[config.mk]
export PLATFORM = sky130hd
export DESIGN_NAME = intel_hex_record_parser_top_flat
export DESIGN_NICKNAME = d
export VERILOG_FILES = /design/src/sv/ihex_pkg.sv /design/src/sv/ihex_req_if.sv /design/src/sv/ihex_rsp_if.sv /design/src/sv/ihex_csr_if.sv /design/src/sv/ihex_parse_core.sv /design/src/sv/intel_hex_record_parser_top.sv /design/src/flat_wrapper.sv
export SDC_FILE = /design/constraint.sdc
export NUM_CORES = 1
export LEC_CHECK = 0
export BUFFER_PORTS_ARGS = -buffer_cell sky130_fd_sc_hd__buf_2
export CORE_MARGIN = 3
export CORE_UTILIZATION = 64
export CTS_CLUSTER_SIZE = 25
export DETAILED_ROUTE_END_ITERATION = 6
export PLACE_DENSITY = 0.86
export SETUP_SLACK_MARGIN = 0.1
export SYNTH_ARGS = -nofsm -noshare
export SYNTH_HDL_FRONTEND = slang
export SYNTH_SLANG_ARGS = --single-unit
[constraint.sdc]
create_clock -name clock -period 7.45 [get_ports clock]
set_clock_uncertainty 0.05 [all_clocks]
set_input_delay 0 -clock clock [delete_from_list [all_inputs] [get_ports clock]]
set_output_delay 0 -clock clock [all_outputs]
set_load 0.005 [all_outputs]
[src/sv/ihex_pkg.sv]
// ----------------------------------------------------------------------------
// Intel HEX parser package
// Shared types, codes and character helpers for the record parser.
// ----------------------------------------------------------------------------
`timescale 1ns / 1ps

package ihex_pkg;

   // Parser status codes as reported on the result channel.
   typedef enum logic [3:0] {
      STATUS_RUN      = 4'd0,
      STATUS_DONE     = 4'd1,
      STATUS_NOCOLON  = 4'd2,
      STATUS_HEX_LEN  = 4'd3,
      STATUS_HEX_ADDR = 4'd4,
      STATUS_HEX_TYPE = 4'd5,
      STATUS_HEX_DATA = 4'd6,
      STATUS_HEX_CSUM = 4'd7,
      STATUS_SUM      = 4'd8,
      STATUS_TYPE     = 4'd9
   } status_type;

   // Position within the current record.
   typedef enum logic [2:0] {
      PHASE_COLON,
      PHASE_LEN,
      PHASE_AHI,
      PHASE_ALO,
      PHASE_TYPE,
      PHASE_DATA,
      PHASE_CSUM_DATA,
      PHASE_CSUM_END
   } phase_type;

   // Record type codes that are supported.
   localparam logic [7:0] REC_DATA = 8'h00;
   localparam logic [7:0] REC_EOF  = 8'h01;

   localparam logic [7:0]  CHAR_COLON  = 8'h3A;
   localparam logic [16:0] NO_DATA_LOW = 17'h1FFFF;
   localparam logic [15:0] IGNORED_MAX = 16'hFFFF;

   // Decoded hex digit.
   typedef struct packed {
      logic       valid;
      logic [3:0] value;
   } nibble_type;

   // One result beat.
   typedef struct packed {
      logic        write_valid;
      logic [15:0] write_address;
      logic [7:0]  write_data;
      logic [3:0]  status;
      logic [16:0] lowest_address;
      logic [16:0] highest_address;
      logic [16:0] span_bytes;
      logic [15:0] ignored_count;
      logic        any_data;
   } result_type;

   // Hex digit decode: 0-9, A-F and a-f.
   function automatic nibble_type nibble_of(input logic [7:0] c);
      nibble_type n;
      n.valid = 1'b1;
      n.value = 4'd0;
      if (c inside {[8'h30:8'h39]}) begin
         n.value = 4'(c - 8'h30);
      end else if (c inside {[8'h41:8'h46]}) begin
         n.value = 4'(c - 8'h37);
      end else if (c inside {[8'h61:8'h66]}) begin
         n.value = 4'(c - 8'h57);
      end else begin
         n.valid = 1'b0;
      end
      return n;
   endfunction

   // Space, tab, line feed, vertical tab, form feed and carriage return.
   function automatic logic is_blank(input logic [7:0] c);
      return (c inside {8'h20, [8'h09:8'h0D]});
   endfunction

   // Error code for a bad character in the field being read.
   function automatic status_type field_error(input phase_type phase);
      status_type s;
      case (phase)
         PHASE_LEN:            s = STATUS_HEX_LEN;
         PHASE_AHI, PHASE_ALO: s = STATUS_HEX_ADDR;
         PHASE_TYPE:           s = STATUS_HEX_TYPE;
         PHASE_DATA:           s = STATUS_HEX_DATA;
         default:              s = STATUS_HEX_CSUM;
      endcase
      return s;
   endfunction

endpackage

[src/sv/ihex_req_if.sv]
// ----------------------------------------------------------------------------
// Intel HEX parser request channel
// Valid/ready channel carrying one text character per beat.
// ----------------------------------------------------------------------------
`timescale 1ns / 1ps

interface ihex_req_if;
   logic       valid;
   logic       ready;
   logic [7:0] text_char;
   logic       end_of_file;

   modport source (output valid, output text_char, output end_of_file, input ready);
   modport sink (input valid, input text_char, input end_of_file, output ready);
endinterface

[src/sv/ihex_rsp_if.sv]
// ----------------------------------------------------------------------------
// Intel HEX parser response channel
// Valid/ready channel carrying one parse result per beat.
// ----------------------------------------------------------------------------
`timescale 1ns / 1ps

interface ihex_rsp_if;
   logic        valid;
   logic        ready;
   logic        write_valid;
   logic [15:0] write_address;
   logic [7:0]  write_data;
   logic [3:0]  status;
   logic [16:0] lowest_address;
   logic [16:0] highest_address;
   logic [16:0] span_bytes;
   logic [15:0] ignored_count;
   logic        any_data;

   modport source (
      output valid, output write_valid, output write_address, output write_data,
      output status, output lowest_address, output highest_address,
      output span_bytes, output ignored_count, output any_data, input ready
   );
   modport sink (
      input valid, input write_valid, input write_address, input write_data,
      input status, input lowest_address, input highest_address,
      input span_bytes, input ignored_count, input any_data, output ready
   );
endinterface

[src/sv/ihex_csr_if.sv]
// ----------------------------------------------------------------------------
// Intel HEX parser configuration channel
// Valid/ready write channel for the address offset register.
// ----------------------------------------------------------------------------
`timescale 1ns / 1ps

interface ihex_csr_if;
   logic        valid;
   logic        ready;
   logic [15:0] address_offset;

   modport source (output valid, output address_offset, input ready);
   modport sink (input valid, input address_offset, output ready);
endinterface

[src/sv/ihex_parse_core.sv]
// ----------------------------------------------------------------------------
// Intel HEX parser core
// Holds the record parse state and computes the result of each character.
// ----------------------------------------------------------------------------
`timescale 1ns / 1ps

module ihex_parse_core #(
   parameter int MEM_SIZE = 65536
) (
   input  logic                   clock,
   input  logic                   reset,
   input  logic                   step,
   input  logic [7:0]             text_char,
   input  logic                   end_of_file,
   input  logic [15:0]            address_offset,
   output ihex_pkg::result_type   result
);

   localparam logic [16:0] MemLimit = 17'(MEM_SIZE);

   ihex_pkg::phase_type  phase_ff, phase_in;
   ihex_pkg::status_type status_ff, status_in;
   logic        pending_ff, pending_in;
   logic [7:0]  acc_ff, acc_in;
   logic [7:0]  sum_ff, sum_in;
   logic [7:0]  length_ff, length_in;
   logic [7:0]  left_ff, left_in;
   logic [16:0] address_ff, address_in;
   logic [16:0] lowest_ff, lowest_in;
   logic [16:0] highest_ff, highest_in;
   logic [15:0] ignored_ff, ignored_in;

   ihex_pkg::nibble_type nib;
   logic [7:0]  full_byte;
   logic [7:0]  sum_add;
   logic [16:0] offset_ext;
   logic [16:0] addr_diff;
   logic        in_window;
   logic        seen;
   logic        wr_valid;
   logic [15:0] wr_address;
   logic [7:0]  wr_data;

   // Character decode and data window check.
   assign nib        = ihex_pkg::nibble_of(text_char);
   assign full_byte  = {acc_ff[3:0], nib.value};
   assign sum_add    = sum_ff + full_byte;
   assign offset_ext = {1'b0, address_offset};
   assign addr_diff  = address_ff - offset_ext;
   assign in_window  = (address_ff >= offset_ext) && (addr_diff < MemLimit);

   // Next parse state for the accepted character.
   always_comb begin
      phase_in   = phase_ff;
      status_in  = status_ff;
      pending_in = pending_ff;
      acc_in     = acc_ff;
      sum_in     = sum_ff;
      length_in  = length_ff;
      left_in    = left_ff;
      address_in = address_ff;
      lowest_in  = lowest_ff;
      highest_in = highest_ff;
      ignored_in = ignored_ff;
      wr_valid   = 1'b0;
      wr_address = 16'd0;
      wr_data    = 8'd0;
      if (step && status_ff == ihex_pkg::STATUS_RUN) begin
         if (phase_ff == ihex_pkg::PHASE_COLON) begin
            if (end_of_file) begin
               status_in = ihex_pkg::STATUS_DONE;
            end else if (text_char == ihex_pkg::CHAR_COLON) begin
               phase_in   = ihex_pkg::PHASE_LEN;
               pending_in = 1'b0;
               acc_in     = 8'd0;
               sum_in     = 8'd0;
            end else if (!ihex_pkg::is_blank(text_char)) begin
               status_in = ihex_pkg::STATUS_NOCOLON;
            end
         end else if (end_of_file || !nib.valid) begin
            status_in = ihex_pkg::field_error(phase_ff);
         end else if (!pending_ff) begin
            acc_in     = {4'd0, nib.value};
            pending_in = 1'b1;
         end else begin
            // A full byte is complete.
            acc_in     = full_byte;
            pending_in = 1'b0;
            sum_in     = sum_add;
            case (phase_ff)
               ihex_pkg::PHASE_LEN: begin
                  length_in = full_byte;
                  phase_in  = ihex_pkg::PHASE_AHI;
               end
               ihex_pkg::PHASE_AHI: begin
                  address_in = {1'b0, full_byte, 8'd0};
                  phase_in   = ihex_pkg::PHASE_ALO;
               end
               ihex_pkg::PHASE_ALO: begin
                  address_in = {address_ff[16:8], full_byte};
                  phase_in   = ihex_pkg::PHASE_TYPE;
               end
               ihex_pkg::PHASE_TYPE: begin
                  if (full_byte == ihex_pkg::REC_DATA) begin
                     left_in  = length_ff;
                     phase_in = (length_ff != 8'd0) ? ihex_pkg::PHASE_DATA
                                                    : ihex_pkg::PHASE_CSUM_DATA;
                  end else if (full_byte == ihex_pkg::REC_EOF) begin
                     phase_in = ihex_pkg::PHASE_CSUM_END;
                  end else begin
                     status_in = ihex_pkg::STATUS_TYPE;
                  end
               end
               ihex_pkg::PHASE_DATA: begin
                  if (in_window) begin
                     wr_valid   = 1'b1;
                     wr_address = addr_diff[15:0];
                     wr_data    = full_byte;
                  end else if (ignored_ff != ihex_pkg::IGNORED_MAX) begin
                     ignored_in = ignored_ff + 16'd1;
                  end
                  if (address_ff > highest_ff) begin
                     highest_in = address_ff;
                  end
                  if (address_ff < lowest_ff) begin
                     lowest_in = address_ff;
                  end
                  address_in = address_ff + 17'd1;
                  left_in    = left_ff - 8'd1;
                  if (left_ff == 8'd1) begin
                     phase_in = ihex_pkg::PHASE_CSUM_DATA;
                  end
               end
               ihex_pkg::PHASE_CSUM_DATA: begin
                  if (sum_add != 8'd0) begin
                     status_in = ihex_pkg::STATUS_SUM;
                  end else begin
                     phase_in = ihex_pkg::PHASE_COLON;
                  end
               end
               default: begin
                  status_in = (sum_add != 8'd0) ? ihex_pkg::STATUS_SUM
                                                : ihex_pkg::STATUS_DONE;
               end
            endcase
         end
      end
   end

   // Parse state registers.
   always_ff @(posedge clock) begin
      if (reset) begin
         phase_ff   <= ihex_pkg::PHASE_COLON;
         status_ff  <= ihex_pkg::STATUS_RUN;
         pending_ff <= 1'b0;
         acc_ff     <= 8'd0;
         sum_ff     <= 8'd0;
         length_ff  <= 8'd0;
         left_ff    <= 8'd0;
         address_ff <= 17'd0;
         lowest_ff  <= ihex_pkg::NO_DATA_LOW;
         highest_ff <= 17'd0;
         ignored_ff <= 16'd0;
      end else begin
         phase_ff   <= phase_in;
         status_ff  <= status_in;
         pending_ff <= pending_in;
         acc_ff     <= acc_in;
         sum_ff     <= sum_in;
         length_ff  <= length_in;
         left_ff    <= left_in;
         address_ff <= address_in;
         lowest_ff  <= lowest_in;
         highest_ff <= highest_in;
         ignored_ff <= ignored_in;
      end
   end

   // Result of this character, taken from the updated state.
   assign seen = (lowest_in != ihex_pkg::NO_DATA_LOW);

   always_comb begin
      result.write_valid     = wr_valid;
      result.write_address   = wr_address;
      result.write_data      = wr_data;
      result.status          = status_in;
      result.lowest_address  = seen ? lowest_in : 17'd0;
      result.highest_address = seen ? highest_in : 17'd0;
      result.span_bytes      = seen ? (highest_in - lowest_in + 17'd1) : 17'd0;
      result.ignored_count   = ignored_in;
      result.any_data        = seen;
   end

endmodule

[src/sv/intel_hex_record_parser_top.sv]
// ----------------------------------------------------------------------------
// Intel HEX record parser
// The result of a character is registered and appears in the cycle after its beat is taken.
// Throughput: one character per cycle; a full output register stalls input
// only while the result side is not ready.
// Reset: parser waits for a colon, status running, offset zero, no data seen.
// ----------------------------------------------------------------------------
`timescale 1ns / 1ps

module intel_hex_record_parser_top #(
   parameter int MEM_SIZE = 65536
) (
   input  logic        clock,
   input  logic        reset,
   ihex_req_if.sink    req_chan,
   ihex_rsp_if.source  rsp_chan,
   ihex_csr_if.sink    csr_chan
);

   localparam logic [16:0] MemLimit = 17'(MEM_SIZE);

   logic                 rsp_valid_ff, rsp_valid_in;
   ihex_pkg::result_type result_ff, result_in;
   logic [15:0]          offset_ff;
   logic                 load;

   // Configuration register, always ready.
   assign csr_chan.ready = 1'b1;

   always_ff @(posedge clock) begin
      if (reset) begin
         offset_ff <= 16'd0;
      end else if (csr_chan.valid) begin
         offset_ff <= csr_chan.address_offset;
      end
   end

   // A new beat enters whenever the output register is empty or draining.
   assign req_chan.ready = !rsp_valid_ff || rsp_chan.ready;
   assign load           = req_chan.valid && req_chan.ready;

   ihex_parse_core #(
      .MEM_SIZE (MEM_SIZE)
   ) u_core (
      .clock          (clock),
      .reset          (reset),
      .step           (load),
      .text_char      (req_chan.text_char),
      .end_of_file    (req_chan.end_of_file),
      .address_offset (offset_ff),
      .result         (result_in)
   );

   // Output register.
   assign rsp_valid_in = load || (rsp_valid_ff && !rsp_chan.ready);

   always_ff @(posedge clock) begin
      if (reset) begin
         rsp_valid_ff <= 1'b0;
      end else begin
         rsp_valid_ff <= rsp_valid_in;
      end
   end

   always_ff @(posedge clock) begin
      if (load) begin
         result_ff <= result_in;
      end
   end

   assign rsp_chan.valid           = rsp_valid_ff;
   assign rsp_chan.write_valid     = result_ff.write_valid;
   assign rsp_chan.write_address   = result_ff.write_address;
   assign rsp_chan.write_data      = result_ff.write_data;
   assign rsp_chan.status          = result_ff.status;
   assign rsp_chan.lowest_address  = result_ff.lowest_address;
   assign rsp_chan.highest_address = result_ff.highest_address;
   assign rsp_chan.span_bytes      = result_ff.span_bytes;
   assign rsp_chan.ignored_count   = result_ff.ignored_count;
   assign rsp_chan.any_data        = result_ff.any_data;

`ifndef SYNTHESIS
   // A held result blocks new beats.
   assert property (@(posedge clock) disable iff (reset)
      (rsp_valid_ff && !rsp_chan.ready) |-> !req_chan.ready)
      else $error("input taken while result is stalled");

   // Once finished or failed, the status never changes.
   assert property (@(posedge clock) disable iff (reset)
      (rsp_valid_ff && result_ff.status != ihex_pkg::STATUS_RUN && load)
      |=> (result_ff.status == $past(result_ff.status)))
      else $error("terminal status changed");

   // Writes stay inside the memory window.
   assert property (@(posedge clock) disable iff (reset)
      (rsp_valid_ff && result_ff.write_valid)
      |-> ({1'b0, result_ff.write_address} < MemLimit))
      else $error("write address beyond memory size");

   // Address range is ordered once data has been seen.
   assert property (@(posedge clock) disable iff (reset)
      (rsp_valid_ff && result_ff.any_data)
      |-> (result_ff.lowest_address <= result_ff.highest_address))
      else $error("lowest address above highest address");
`endif

endmodule
[src/flat_wrapper.sv]
// flat-port wrapper written by rule: the top's interface ports become plain ports
module intel_hex_record_parser_top_flat 
#(
   parameter int MEM_SIZE = 65536
)
  (clock, reset, req_chan_valid, req_chan_text_char, req_chan_end_of_file, req_chan_ready, rsp_chan_valid, rsp_chan_write_valid, rsp_chan_write_address, rsp_chan_write_data, rsp_chan_status, rsp_chan_lowest_address, rsp_chan_highest_address, rsp_chan_span_bytes, rsp_chan_ignored_count, rsp_chan_any_data, rsp_chan_ready, csr_chan_valid, csr_chan_address_offset, csr_chan_ready);
  ihex_req_if req_chan_i ();
  ihex_rsp_if rsp_chan_i ();
  ihex_csr_if csr_chan_i ();
  input  logic clock;
  input  logic reset;
  input wire logic [$bits(req_chan_i.valid)-1:0] req_chan_valid;
  input wire logic [$bits(req_chan_i.text_char)-1:0] req_chan_text_char;
  input wire logic [$bits(req_chan_i.end_of_file)-1:0] req_chan_end_of_file;
  output wire logic [$bits(req_chan_i.ready)-1:0] req_chan_ready;
  output wire logic [$bits(rsp_chan_i.valid)-1:0] rsp_chan_valid;
  output wire logic [$bits(rsp_chan_i.write_valid)-1:0] rsp_chan_write_valid;
  output wire logic [$bits(rsp_chan_i.write_address)-1:0] rsp_chan_write_address;
  output wire logic [$bits(rsp_chan_i.write_data)-1:0] rsp_chan_write_data;
  output wire logic [$bits(rsp_chan_i.status)-1:0] rsp_chan_status;
  output wire logic [$bits(rsp_chan_i.lowest_address)-1:0] rsp_chan_lowest_address;
  output wire logic [$bits(rsp_chan_i.highest_address)-1:0] rsp_chan_highest_address;
  output wire logic [$bits(rsp_chan_i.span_bytes)-1:0] rsp_chan_span_bytes;
  output wire logic [$bits(rsp_chan_i.ignored_count)-1:0] rsp_chan_ignored_count;
  output wire logic [$bits(rsp_chan_i.any_data)-1:0] rsp_chan_any_data;
  input wire logic [$bits(rsp_chan_i.ready)-1:0] rsp_chan_ready;
  input wire logic [$bits(csr_chan_i.valid)-1:0] csr_chan_valid;
  input wire logic [$bits(csr_chan_i.address_offset)-1:0] csr_chan_address_offset;
  output wire logic [$bits(csr_chan_i.ready)-1:0] csr_chan_ready;
  assign req_chan_i.valid = req_chan_valid;
  assign req_chan_i.text_char = req_chan_text_char;
  assign req_chan_i.end_of_file = req_chan_end_of_file;
  assign req_chan_ready = req_chan_i.ready;
  assign rsp_chan_valid = rsp_chan_i.valid;
  assign rsp_chan_write_valid = rsp_chan_i.write_valid;
  assign rsp_chan_write_address = rsp_chan_i.write_address;
  assign rsp_chan_write_data = rsp_chan_i.write_data;
  assign rsp_chan_status = rsp_chan_i.status;
  assign rsp_chan_lowest_address = rsp_chan_i.lowest_address;
  assign rsp_chan_highest_address = rsp_chan_i.highest_address;
  assign rsp_chan_span_bytes = rsp_chan_i.span_bytes;
  assign rsp_chan_ignored_count = rsp_chan_i.ignored_count;
  assign rsp_chan_any_data = rsp_chan_i.any_data;
  assign rsp_chan_i.ready = rsp_chan_ready;
  assign csr_chan_i.valid = csr_chan_valid;
  assign csr_chan_i.address_offset = csr_chan_address_offset;
  assign csr_chan_ready = csr_chan_i.ready;
  intel_hex_record_parser_top #(.MEM_SIZE(MEM_SIZE)) u_core (.clock(clock), .reset(reset), .req_chan(req_chan_i), .rsp_chan(rsp_chan_i), .csr_chan(csr_chan_i));
endmodule
# ---- After elaboration in Yosys (flattened, before gate mapping)
# Cells that the tools add are included.
dict set report op_classes {
  n_bitwise 7
  muxes 65
  magnitude_cmp 12
  n_eq_ne 19
  reduce_logical 36
  add_sub_neg 10
}
# op count
set op_table {}
lappend op_table {{17-bit 2-to-1 mux} 12}
lappend op_table {{16-bit 2-to-1 mux} 7}
lappend op_table {{4-bit 2-to-1 mux} 16}
lappend op_table {{17-bit one-hot mux with 3 select lines} 1}
lappend op_table {{8-bit 2-to-1 mux} 6}
lappend op_table {{17-bit by 1-bit adder with 17-bit output, second input constant} 2}
lappend op_table {{3-bit 2-to-1 mux} 9}
lappend op_table {{3-bit one-hot mux with 6 select lines} 1}
lappend op_table {{17-bit by 16-bit >= comparator with 1-bit output} 1}
lappend op_table {{17-bit greater-than comparator} 1}
lappend op_table {{17-bit < comparator} 1}
lappend op_table {{17-bit < comparator, second input constant} 1}
lappend op_table {{17-bit inequality test, second input constant} 1}
lappend op_table {{17-bit by 16-bit subtractor with 17-bit output} 1}
lappend op_table {{17-bit subtractor} 1}
lappend op_table {{16-bit by 1-bit adder with 16-bit output, second input constant} 1}
lappend op_table {{8-bit by 1-bit == test with 1-bit output, second input constant} 2}
lappend op_table {{8-bit by 6-bit == test with 1-bit output, second input constant} 2}
lappend op_table {{8-bit by 7-bit >= comparator with 1-bit output, second input constant} 2}
lappend op_table {{8-bit by 7-bit less-or-equal comparator with 1-bit output, second input constant} 2}
lappend op_table {{16-bit inequality test, second input constant} 1}
lappend op_table {{8-bit one-hot mux with 2 select lines} 1}
lappend op_table {{8-bit nonzero test} 2}
lappend op_table {{5-bit AND reduction} 3}
lappend op_table {{36 further kinds} 72}
dict set report word_totals {
  wordCells 172
  in_bits 30
  output_inout_bits 100
  reg_bits 217
}

# ---- Depth between registers and ports, before layout
# Gate-level depths: netlist (run 1).
dict set report logic_depth {
  depth_word 13
  ltp_mapped 25
  ltp_nobuf 23
}

# ---- Cells and area by module
# Synthesis (run 1) repeated with hierarchy kept, for this count alone.
dict set report unflattened {
  hier_cells 1292
  hier_area_um2 12358.1
}
# mod cells_each area_each_um2 instances
set modules_own_cells {}
lappend modules_own_cells {ihex_parse_core 1136 8811.0 1}
lappend modules_own_cells {intel_hex_record_parser_top 156 3547.2 1}

# ---- Least setup slack after synthesis (run 1)
# OpenSTA, ideal clock, no wires.
dict set report synth_timing {
  kind {reg-to-reg}
  startpoint {register u_core.u_core.address_ff[11]}
  endpoint {register u_core.result_ff, in the netlist u_core.rsp_chan.span_bytes[15], data pin}
  period_less_slack_ns 5.016
  arrival_time_ns 4.711
  required_time_ns 7.145
  path_slack_ns 2.434
  stages_incl_launch_ff 24
  path_cell_list {dfxtp_1 > ha_1 > or2_2 > a2111o_1 > a21oi_1 > o31a_1 > buf_2 > clkbuf_1 > nor2_1 > a21oi_1 > inv_1 > ha_1 > inv_1 > ha_1 > fa_1 > a21o_1 > a21oi_1 > o21ai_0 > a221oi_1 > o21ai_0 > a21o_1 > a21oi_1 > xnor2_1 > and2_1}
}
dict set report synth_via {
  elab_chain_len 9
  elab_cells_between_ends 17
  classes_between {2 x add/sub; 2 x order compare; 1 x eq/ne; 12 x mux}
}
# element line_no
set synth_lines {}
lappend synth_lines {{start: declaration} ihex_parse_core.sv:28} ;# logic [16:0] address_ff, address_in;
lappend synth_lines {{start signal: assignment} ihex_parse_core.sv:172} ;# address_ff <= address_in;
lappend synth_lines {{17-bit < comparator *} ihex_parse_core.sv:125} ;# if (address_ff < lowest_ff) begin
lappend synth_lines {{17-bit 2-to-1 mux *} ihex_parse_core.sv:125}
lappend synth_lines {{17-bit 2-to-1 mux *} ihex_parse_core.sv:90} ;# case (phase_ff)
lappend synth_lines {{17-bit 2-to-1 mux *} ihex_parse_core.sv:82} ;# end else if (!pending_ff) begin
lappend synth_lines {{17-bit 2-to-1 mux *} ihex_parse_core.sv:80} ;# end else if (end_of_file || !nib.valid) begin
lappend synth_lines {{17-bit 2-to-1 mux *} ihex_parse_core.sv:69} ;# if (phase_ff == ihex_pkg::PHASE_COLON) begin
lappend synth_lines {{17-bit 2-to-1 mux *} ihex_parse_core.sv:68} ;# if (step && status_ff == ihex_pkg::STATUS_RUN) begin
lappend synth_lines {{via u_core.u_core.lowest_in[1]} ihex_parse_core.sv:29} ;# logic [16:0] lowest_ff, lowest_in;
lappend synth_lines {{17-bit subtractor} ihex_parse_core.sv:189} ;# result.span_bytes = seen ? (highest_in - lowest_in + 17'd1) : 17'd0;
lappend synth_lines {{17-bit by 1-bit adder with 17-bit output} ihex_parse_core.sv:189}
lappend synth_lines {{end signal: assignment} intel_hex_record_parser_top.sv:67} ;# result_ff <= result_in;
lappend synth_lines {{end: declaration} intel_hex_record_parser_top.sv:23} ;# ihex_pkg::result_type result_ff, result_in;
# The timed path passes the listed nets; every way through them passes the cells marked *.
# A chain may end at the register's enable or synchronous reset.

# ---- Final worst setup path (run 1)
dict set report layout_timing {
  startpoint {register u_core.u_core.address_ff[16]}
  endpoint {register u_core.result_ff, in the netlist u_core.rsp_chan.span_bytes[15], data pin}
}
dict set report layout_via {
  elab_chain_len 9
  elab_cells_between_ends 17
  classes_between {2 x add/sub; 2 x order compare; 1 x eq/ne; 12 x mux}
}
# element line_no
set layout_lines {}
lappend layout_lines {{17-bit greater-than comparator} ihex_parse_core.sv:122} ;# if (address_ff > highest_ff) begin
lappend layout_lines {{17-bit 2-to-1 mux} ihex_parse_core.sv:122}
lappend layout_lines {{17-bit 2-to-1 mux} ihex_parse_core.sv:90}
lappend layout_lines {{17-bit 2-to-1 mux} ihex_parse_core.sv:82}
lappend layout_lines {{17-bit 2-to-1 mux} ihex_parse_core.sv:80}
lappend layout_lines {{17-bit 2-to-1 mux} ihex_parse_core.sv:69}
lappend layout_lines {{17-bit 2-to-1 mux} ihex_parse_core.sv:68}
lappend layout_lines {{via u_core.u_core.highest_in[7]} ihex_parse_core.sv:30} ;# logic [16:0] highest_ff, highest_in;
lappend layout_lines {{17-bit subtractor} ihex_parse_core.sv:189}
lappend layout_lines {{17-bit by 1-bit adder with 17-bit output} ihex_parse_core.sv:189}
# The timed path passes the listed nets, and every way through them passes these cells.

==> results.tsv, run 1 <==
metric	value	unit
Post-synth EDFFs	97	
FFs w/ async S/R, synth	0	%
initial core utilization	66.6	%
register area share after synthesis	43.5	%
maximum number of pins on one net before global-route repair	79	
mapped cell area	12200	um2
gr ovfl total	0	
worst path bufs/invs	2	
Final Cycle Share	81.0	%
Max Slew Vio Count	0	
Routed WL	31.0	mm
startpoint types	flop	
vias in the first global route	10500	
status	complete, but fails checks	
num ports	130	
Static Leak	0.00634	uW
Layout Utilization	77.8	%
top cells by area, synth	edfxtp_1 24%, dfxtp_1 20%, ha_1 9.9%, nor2_1 5.9%, a21oi_1 4.3%	
critical path arrival	6250	ps
switch share	21.4	%
vias per std cell	6.14	
clk_lat worst skew	510	ps
delay-heaviest family, CP	compound AO/OA/AOI/OAI gates	
Die Wd	144	um
ys flop type	dfxtp_1	
Least-Margin Pin Slew	1200	ps
Detail Route Antenna Nets	0	
Tmin final	6040	ps
CP max-delay cell	dfxtp_1	
most frequent CP cell	ha_1	
most frequent cells in the layout	192 x nor2_1, 128 x buf_2, 120 x dfxtp_1, 104 x a21oi_1	
Vias	10600	
Tot Pwr	2750	uW
row cnt	49	
RSZ-0062 raised after global routing	false	
Placed Instances	1629	
post-route insts no fill	1717	
Comb power frac	6.2	%
Setup CP Type	flop to flop	
leading area contributor after synthesis	edfxtp_1	
most common cell after layout, fill and taps aside	nor2_1	
layout cell share with drive strength beyond 1	14.2	%
core area	18300	um2
Post-DP HPWL	20.8	mm
Internal Power	2160	uW
Slew headroom	20.1	%
GRT Util Overall	29.4	%
worst-path fanout max	11	
clock sinks	217	
die area	20800	um2
initial drt markers	908	
Critical Path Sink Type	flop	
Final Hold Viols	0	
WL/cell	18.1	um
critical path required time	7660	ps
peak supply drop	0.000152	V
clock power share	47.0	%
Max H-tree Level	1	
drt drc	1	
Syn Inst Count	1323	
crit-path cells	ha_1, nand4_1, nor3_1, o221ai_1, a31oi_1, a21boi_2, buf_4, mux2i_1, inv_1, ha_1, ha_1, a2111oi_0, o21ai_0, a221oi_1, o21ai_0, a21o_1, a21oi_1, xnor2_1, and2_1	
number of library cell types mapped by synthesis	83	
YS warnings	0	
syn_nets	1453	
Post-CTS Setup Repair Bufs	0	
Yosys top cell area share	23.9	%
# setup viols final	0	
largest stage delay on the critical path	660	ps
Max clock buf depth	3	
failing checks	DRC	
Clock Pin Slew Worst Setup and Hold Paths	60	ps
initial antenna violation count	0	
Reg power frac	46.8	%
Synth Area per Inst	9.23	um2
FILL cells	1152	
drt pass-1 iters	7	
fin nets	1600	
Syn-to-layout area delta	16.8	%
P_sw	588	uW
routability congestion estimate	0.932	
CTS buffer count	24	
PortBufs	128	
Die Y	144	um
antenna cells	0	
max-cap violation count	0	
Achievable Freq	0.166	GHz
pwr dens	193	nW/um2
Clk Tree Root Cell	clkbuf_16	
first-pass GRT wire length	50.0	mm
final setup TNS	0	ps
Yosys reg bits	217	
CTS tree	done	
Hold WC Path Type	input pin to flop	
## cell families (layout without fill, tap and decap cells)
| logic type | after synthesis | count (layout) | share of synthesized area [%] |
|---|---|---|---|
| flops | 217 | 217 | 43.5 |
| buf+inv | 155 | 320 | 5.02 |
| simple gates | 483 | 483 | 19.0 |
| xor+xnor | 41 | 41 | 3.06 |
| mux | 45 | 45 | 3.92 |
| other cells | 1 | 1 | 0.0307 |
| compound gates | 281 | 281 | 15.0 |
| fa+ha+maj | 100 | 100 | 10.4 |
## final cells by class
class / count / area, um2 / share of cell area (%)
tap: 229 / 287 / 2.01
sequential: 217 / 5320 / 37.3
multi-input combinational: 951 / 6280 / 44.1
clock buffer: 32 / 713 / 5.00
inverter: 97 / 367 / 2.57
clock inverter: 12 / 163 / 1.14
timing repair buffer: 179 / 1130 / 7.95
## stage by stage
step / hold WS [ps] / area, um2 / setup WS (ps)
after floorplan: 79.5 / 12200 / 2430
after global placement: 190 / 12900 / 1890
after detailed placement: 196 / 12900 / 1550
after CTS: 11.0 / 14300 / 1500
after global routing: 46.9 / 14300 / 962
final: 34.3 / 14300 / 1410
## power by group through the flow
| stage | Combinational [uW] | Clock [uW] | Sequential [uW] |
|---|---|---|---|
| floorplan | 83.8 | 0 | 1310 |
| global placement | 142 | 0 | 1310 |
| detailed placement | 146 | 0 | 1310 |
| CTS | 168 | 1300 | 1280 |
| global route | 186 | 1350 | 1290 |
| finish | 171 | 1290 | 1280 |
## layer usage
metal  vias up  part of all wire, %  global-route usage (%)
met5         -                    0                       0
met4         0                  3.2                    9.81
met3       102                  7.9                    4.76
met2       497                   49                    51.5
met1      4964                   40                    37.2
li1       4987                    -                       -
## cells in the mapped netlist (25+ instances only)
library cell,n
a21oi_1,104
dfxtp_1,120
clkbuf_1,29
ha_1,97
edfxtp_1,97
nand3_1,31
nor3_1,36
nand2_1,91
o21ai_0,41
inv_1,94
a21o_1,25
nor2_1,192
mux2i_1,34
## worst min-delay path, stage by stage
cell and delay, ps:
buf_2 270, mux2i_1 180, nor2_1 90
## flip-flops by register name, summed over array words and instances (netlist names), 16 cells and up
name and flops:
u_core.offset_ff 16, u_core.rsp_chan.highest_address 17, u_core.rsp_chan.ignored_count 16, u_core.rsp_chan.lowest_address 17
u_core.rsp_chan.span_bytes 17, u_core.rsp_chan.write_address 16, u_core.u_core.address_ff 17, u_core.u_core.highest_ff 17
u_core.u_core.ignored_ff 16, u_core.u_core.lowest_ff 17
## timing repair
item,in CTS,in global routing
endpoints found under the hold margin,27,0
gates resized for setup,0,0
hold buffers,44,0
## final timing paths
path	start	to	slack [ps]	depth (start not counted)
max	u_core.u_core.address_ff[16]	u_core.rsp_chan.span_bytes[15]	1410	19
min	csr_chan_valid	u_core.offset_ff[10]	30	3
max reg2reg	u_core.u_core.address_ff[16]	u_core.rsp_chan.span_bytes[15]	1410	19
min reg2reg	u_core.u_core.length_ff[4]	u_core.u_core.length_ff[4]	430	2
No activity file was read; power rests on OpenSTA's default activity.
==> run 2, diff against run 1 <==
ABC_AREA = 1   (was not set)
CORE_UTILIZATION = 60   (was 64)
PLACE_DENSITY = 0.81   (was 0.86)
clock period = 5.9 ns   (was 7.45 ns; I/O delays follow)
==> run 2 against run 1 <==
Compared with the run above: the flow now finishes without violations; clock power increased by 6%; utilization decreased by 6.2 points; routed wire length increased by 2.1%; clock-buffer cell count increased by 1; first-iteration DRC count decreased by 3.4%.
==> results.tsv, run 2 <==
metric	value	unit	change
delay-heaviest family, CP	buffers and inverters		
Setup CP Type	flop to flop		
Syn-to-layout area delta	15.4	%	
routing usage on met3	3.49	%	-1.3 points
critical path arrival	5340	ps	-910 ps
Final Hold Viols	0		unchanged
Post-synth EDFFs	97		unchanged
pwr dens	226	nW/um2	+17%
Critical Path Sink Type	flop		
num ports	130		unchanged
antenna cells	0		unchanged
met2 GRT Util	48.6	%	-2.9 points
status	finished clean		
die area	22100	um2	+6.6%
top cells by count, synth	302 x nand2_1, 240 x inv_1, 178 x nor2_1, 123 x a21oi_1, 120 x dfxtp_1		
CTS buffer count	23		-4.2%
Routed WL	31.7	mm	+2.1%
vias in the first global route	10400		-1.1%
CP max-delay cell	dfxtp_1		
initial antenna violation count	0		unchanged
Max Slew Vio Count	0		unchanged
Tmin final	5180	ps	-854 ps
worst-path fanout max	23		+12
Vias	11000		+4.6%
Synth Area per Inst	7.88	um2	-15%
initial drt markers	877		-3.4%
WL/cell	15.9	um	-12%
Slew headroom	29.5	%	+9.4 points
Post-DP HPWL	23.2	mm	+12%
Die Y	149	um	+3.2%
Yosys top cell area share	23.8	%	-0.041 points
worst path bufs/invs	7		+5
Syn Inst Count	1553		+17%
Static Leak	0.00691	uW	+9.0%
core area	19700	um2	+7.6%
Detail Route Antenna Nets	0		unchanged
final setup TNS	0	ps	unchanged
startpoint types	flop		
Reg area	5320	um2	unchanged
# setup viols final	0		unchanged
Layout Utilization	71.6	%	-6.2 points
Die Wd	149	um	+3.2%
hold path depth	6		+3
Max clock buf depth	3		unchanged
RR Endpoint	u_core.rsp_chan.span_bytes[13]		
clk_lat worst skew	510	ps	about the same
Tot Pwr	3190	uW	+16%
RSZ-0062 raised after global routing	false		
critical path required time	6060	ps	-1600 ps
mapped cell area	12200	um2	+0.17%
Final Cycle Share	87.8	%	+6.8 points
number of library cell types mapped by synthesis	51		-39%
YS warnings	0		unchanged
top cells by area, synth	edfxtp_1 24%, dfxtp_1 20%, ha_1 9.9%, nand2_1 9.3%, inv_1 7.4%		
initial core utilization	62.0	%	-4.6 points
Yosys reg bits	217		unchanged
Achievable Freq	0.193	GHz	+16%
row cnt	51		+4.1%
worst reg2reg path startpoint	u_core.u_core.phase_ff[2]		
syn_nets	1683		+16%
layout cell share with drive strength beyond 1	11.4	%	-2.9 points
leading area contributor after synthesis	edfxtp_1		
clock sinks	217		unchanged
register area share after synthesis	43.5	%	-0.076 points
maximum number of pins on one net before global-route repair	69		-13%
largest stage delay on the critical path	530	ps	-130 ps
most common cell after layout, fill and taps aside	nand2_1		
Worst Reg-to-Reg Cells	27		+8
first-pass GRT wire length	50.4	mm	+0.80%
Hold WC Path Type	input pin to flop		
top-count cell post-synth	nand2_1		
routability congestion estimate	0.946		+1.5%
most frequent CP cell	nand2_1		
Final WS setup	717	ps	-696 ps
Clk Tree Root Cell	clkbuf_16		
FFs w/ async S/R, synth	0	%	unchanged
Hold EP	u_core.u_core.length_ff[3]		
peak supply drop	0.000216	V	+42%
gr ovfl total	0		unchanged
GRT Util Overall	28.0	%	-1.4 points
FILL cells	1570		+36%
Setup WS pre-CTS	858	ps	-693 ps
max-cap violation count	0		unchanged
most frequent cells in the layout	302 x nand2_1, 240 x inv_1, 178 x nor2_1, 128 x buf_2, 122 x a21oi_1		
Clock Pin Slew Worst Setup and Hold Paths	60	ps	about the same
vias per std cell	5.55		-9.7%
met1 usage	37.0	%	-0.21 points
Reg2Reg Setup Slack	720	ps	-700 ps
busiest metal layer after global routing	met2		
Finished Cell Area	14100	um2	-1.1%
ys flop type	dfxtp_1		
Placed Area	13200	um2	+1.8%
multi-input logic area	5850	um2	-6.9%
fin nets	1838		+15%
post_cts resized	0		unchanged
Least-Margin Pin Slew	1050	ps	-144 ps
CTS tree	done		
drt drc	0		-1
Hold Crit Start	req_chan_text_char[5]		
Max H-tree Level	1		unchanged
PortBufs	128		unchanged
drt pass-1 iters	5		-2
==> run 2: changes by cell type in the layout (fill, tap and decap cells not counted), moves of 17 or more <==
| cell | change |
|---|---|
| o21ai_0 | +70 |
| nand2_1 | +211 |
| mux2i_1 | -33 |
| nand3_1 | +46 |
| and2_1 | -17 |
| inv_1 | +147 |
| a21o_1 | -21 |
| a21oi_1 | +18 |
| dlygate4sd3_1 | -23 |
| nor2b_1 | -21 |
==> run 2: cell families after synthesis <==
group,Yosys count,synth area share (%)
adder cells (fa/ha/maj),100,10.4
multiplexers,1,0.0818
AO/OA/AOI/OAI,284,12.7
XOR/XNOR,35,2.51
buffers and inverters,281,8.89
other,1,0.0307
flip-flops,217,43.5
AND/OR/NAND/NOR,634,21.9
==> run 2: final cells by class <==
type                            count  area share, %
Clock buffer                       33           4.56
Clock inverter                      8          0.523
Inverter                          246           6.54
Multi-Input combinational cell   1055           41.5
Sequential cell                   217           37.7
Tap cell                          265           2.35
Timing Repair Buffer              165           6.88
==> run 2: layer usage <==
metal,up-vias,share of wire [%]
met5,-,0
met4,0,2.8
met3,72,7.0
met2,407,48
met1,5095,43
li1,5459,-
==> run 2: worst max-delay path by stage <==
stage                                         start  slack, ps                              to  cells after the start
after floorplan               u_core.rsp_chan.valid        250  u_core.rsp_chan.span_bytes[13]                     25
after global placement    u_core.u_core.phase_ff[2]       1070  u_core.rsp_chan.span_bytes[13]                     27
after detailed placement  u_core.u_core.phase_ff[2]        860  u_core.rsp_chan.span_bytes[13]                     27
after CTS                 u_core.u_core.phase_ff[2]        800  u_core.rsp_chan.span_bytes[13]                     27
after global routing      u_core.u_core.phase_ff[2]        300  u_core.rsp_chan.span_bytes[13]                     27
final                     u_core.u_core.phase_ff[2]        720  u_core.rsp_chan.span_bytes[13]                     27
==> run 2: report_power, final <==
part,leakage [uW],internal (uW),switching [uW]
Sequential,0.00195,1610,11.5
Combinational,0.00461,72.7,121
Clock,0.000347,801,572
Total,0.00691,2480,704
==> run 2: metrics by stage <==
stage	std cells	hold WS (ps)
after floorplan	1553	80.9
after global placement	1927	179
after detailed placement	1927	182
after CTS	1989	9.00
after global routing	1989	56.3
final	1989	19.4
==> run 2: timing repair <==
action	4_1_cts	5_1_grt
endpoints found under the hold margin	20	0
hold buffers	21	0
setup buffers	0	0
==> run 2: worst reg2reg max path, delay by kind of cell (launching register included) <==
| family | cells | cell delay [ps] |
|---|---|---|
| buffers and inverters | 7 | 1280 |
| and+or+nand+nor | 12 | 1190 |
| adders and majority gates | 3 | 900 |
| AOI/OAI and AO/OA | 4 | 790 |
| DFF | 1 | 530 |
| xor gates and xnor gates | 1 | 140 |
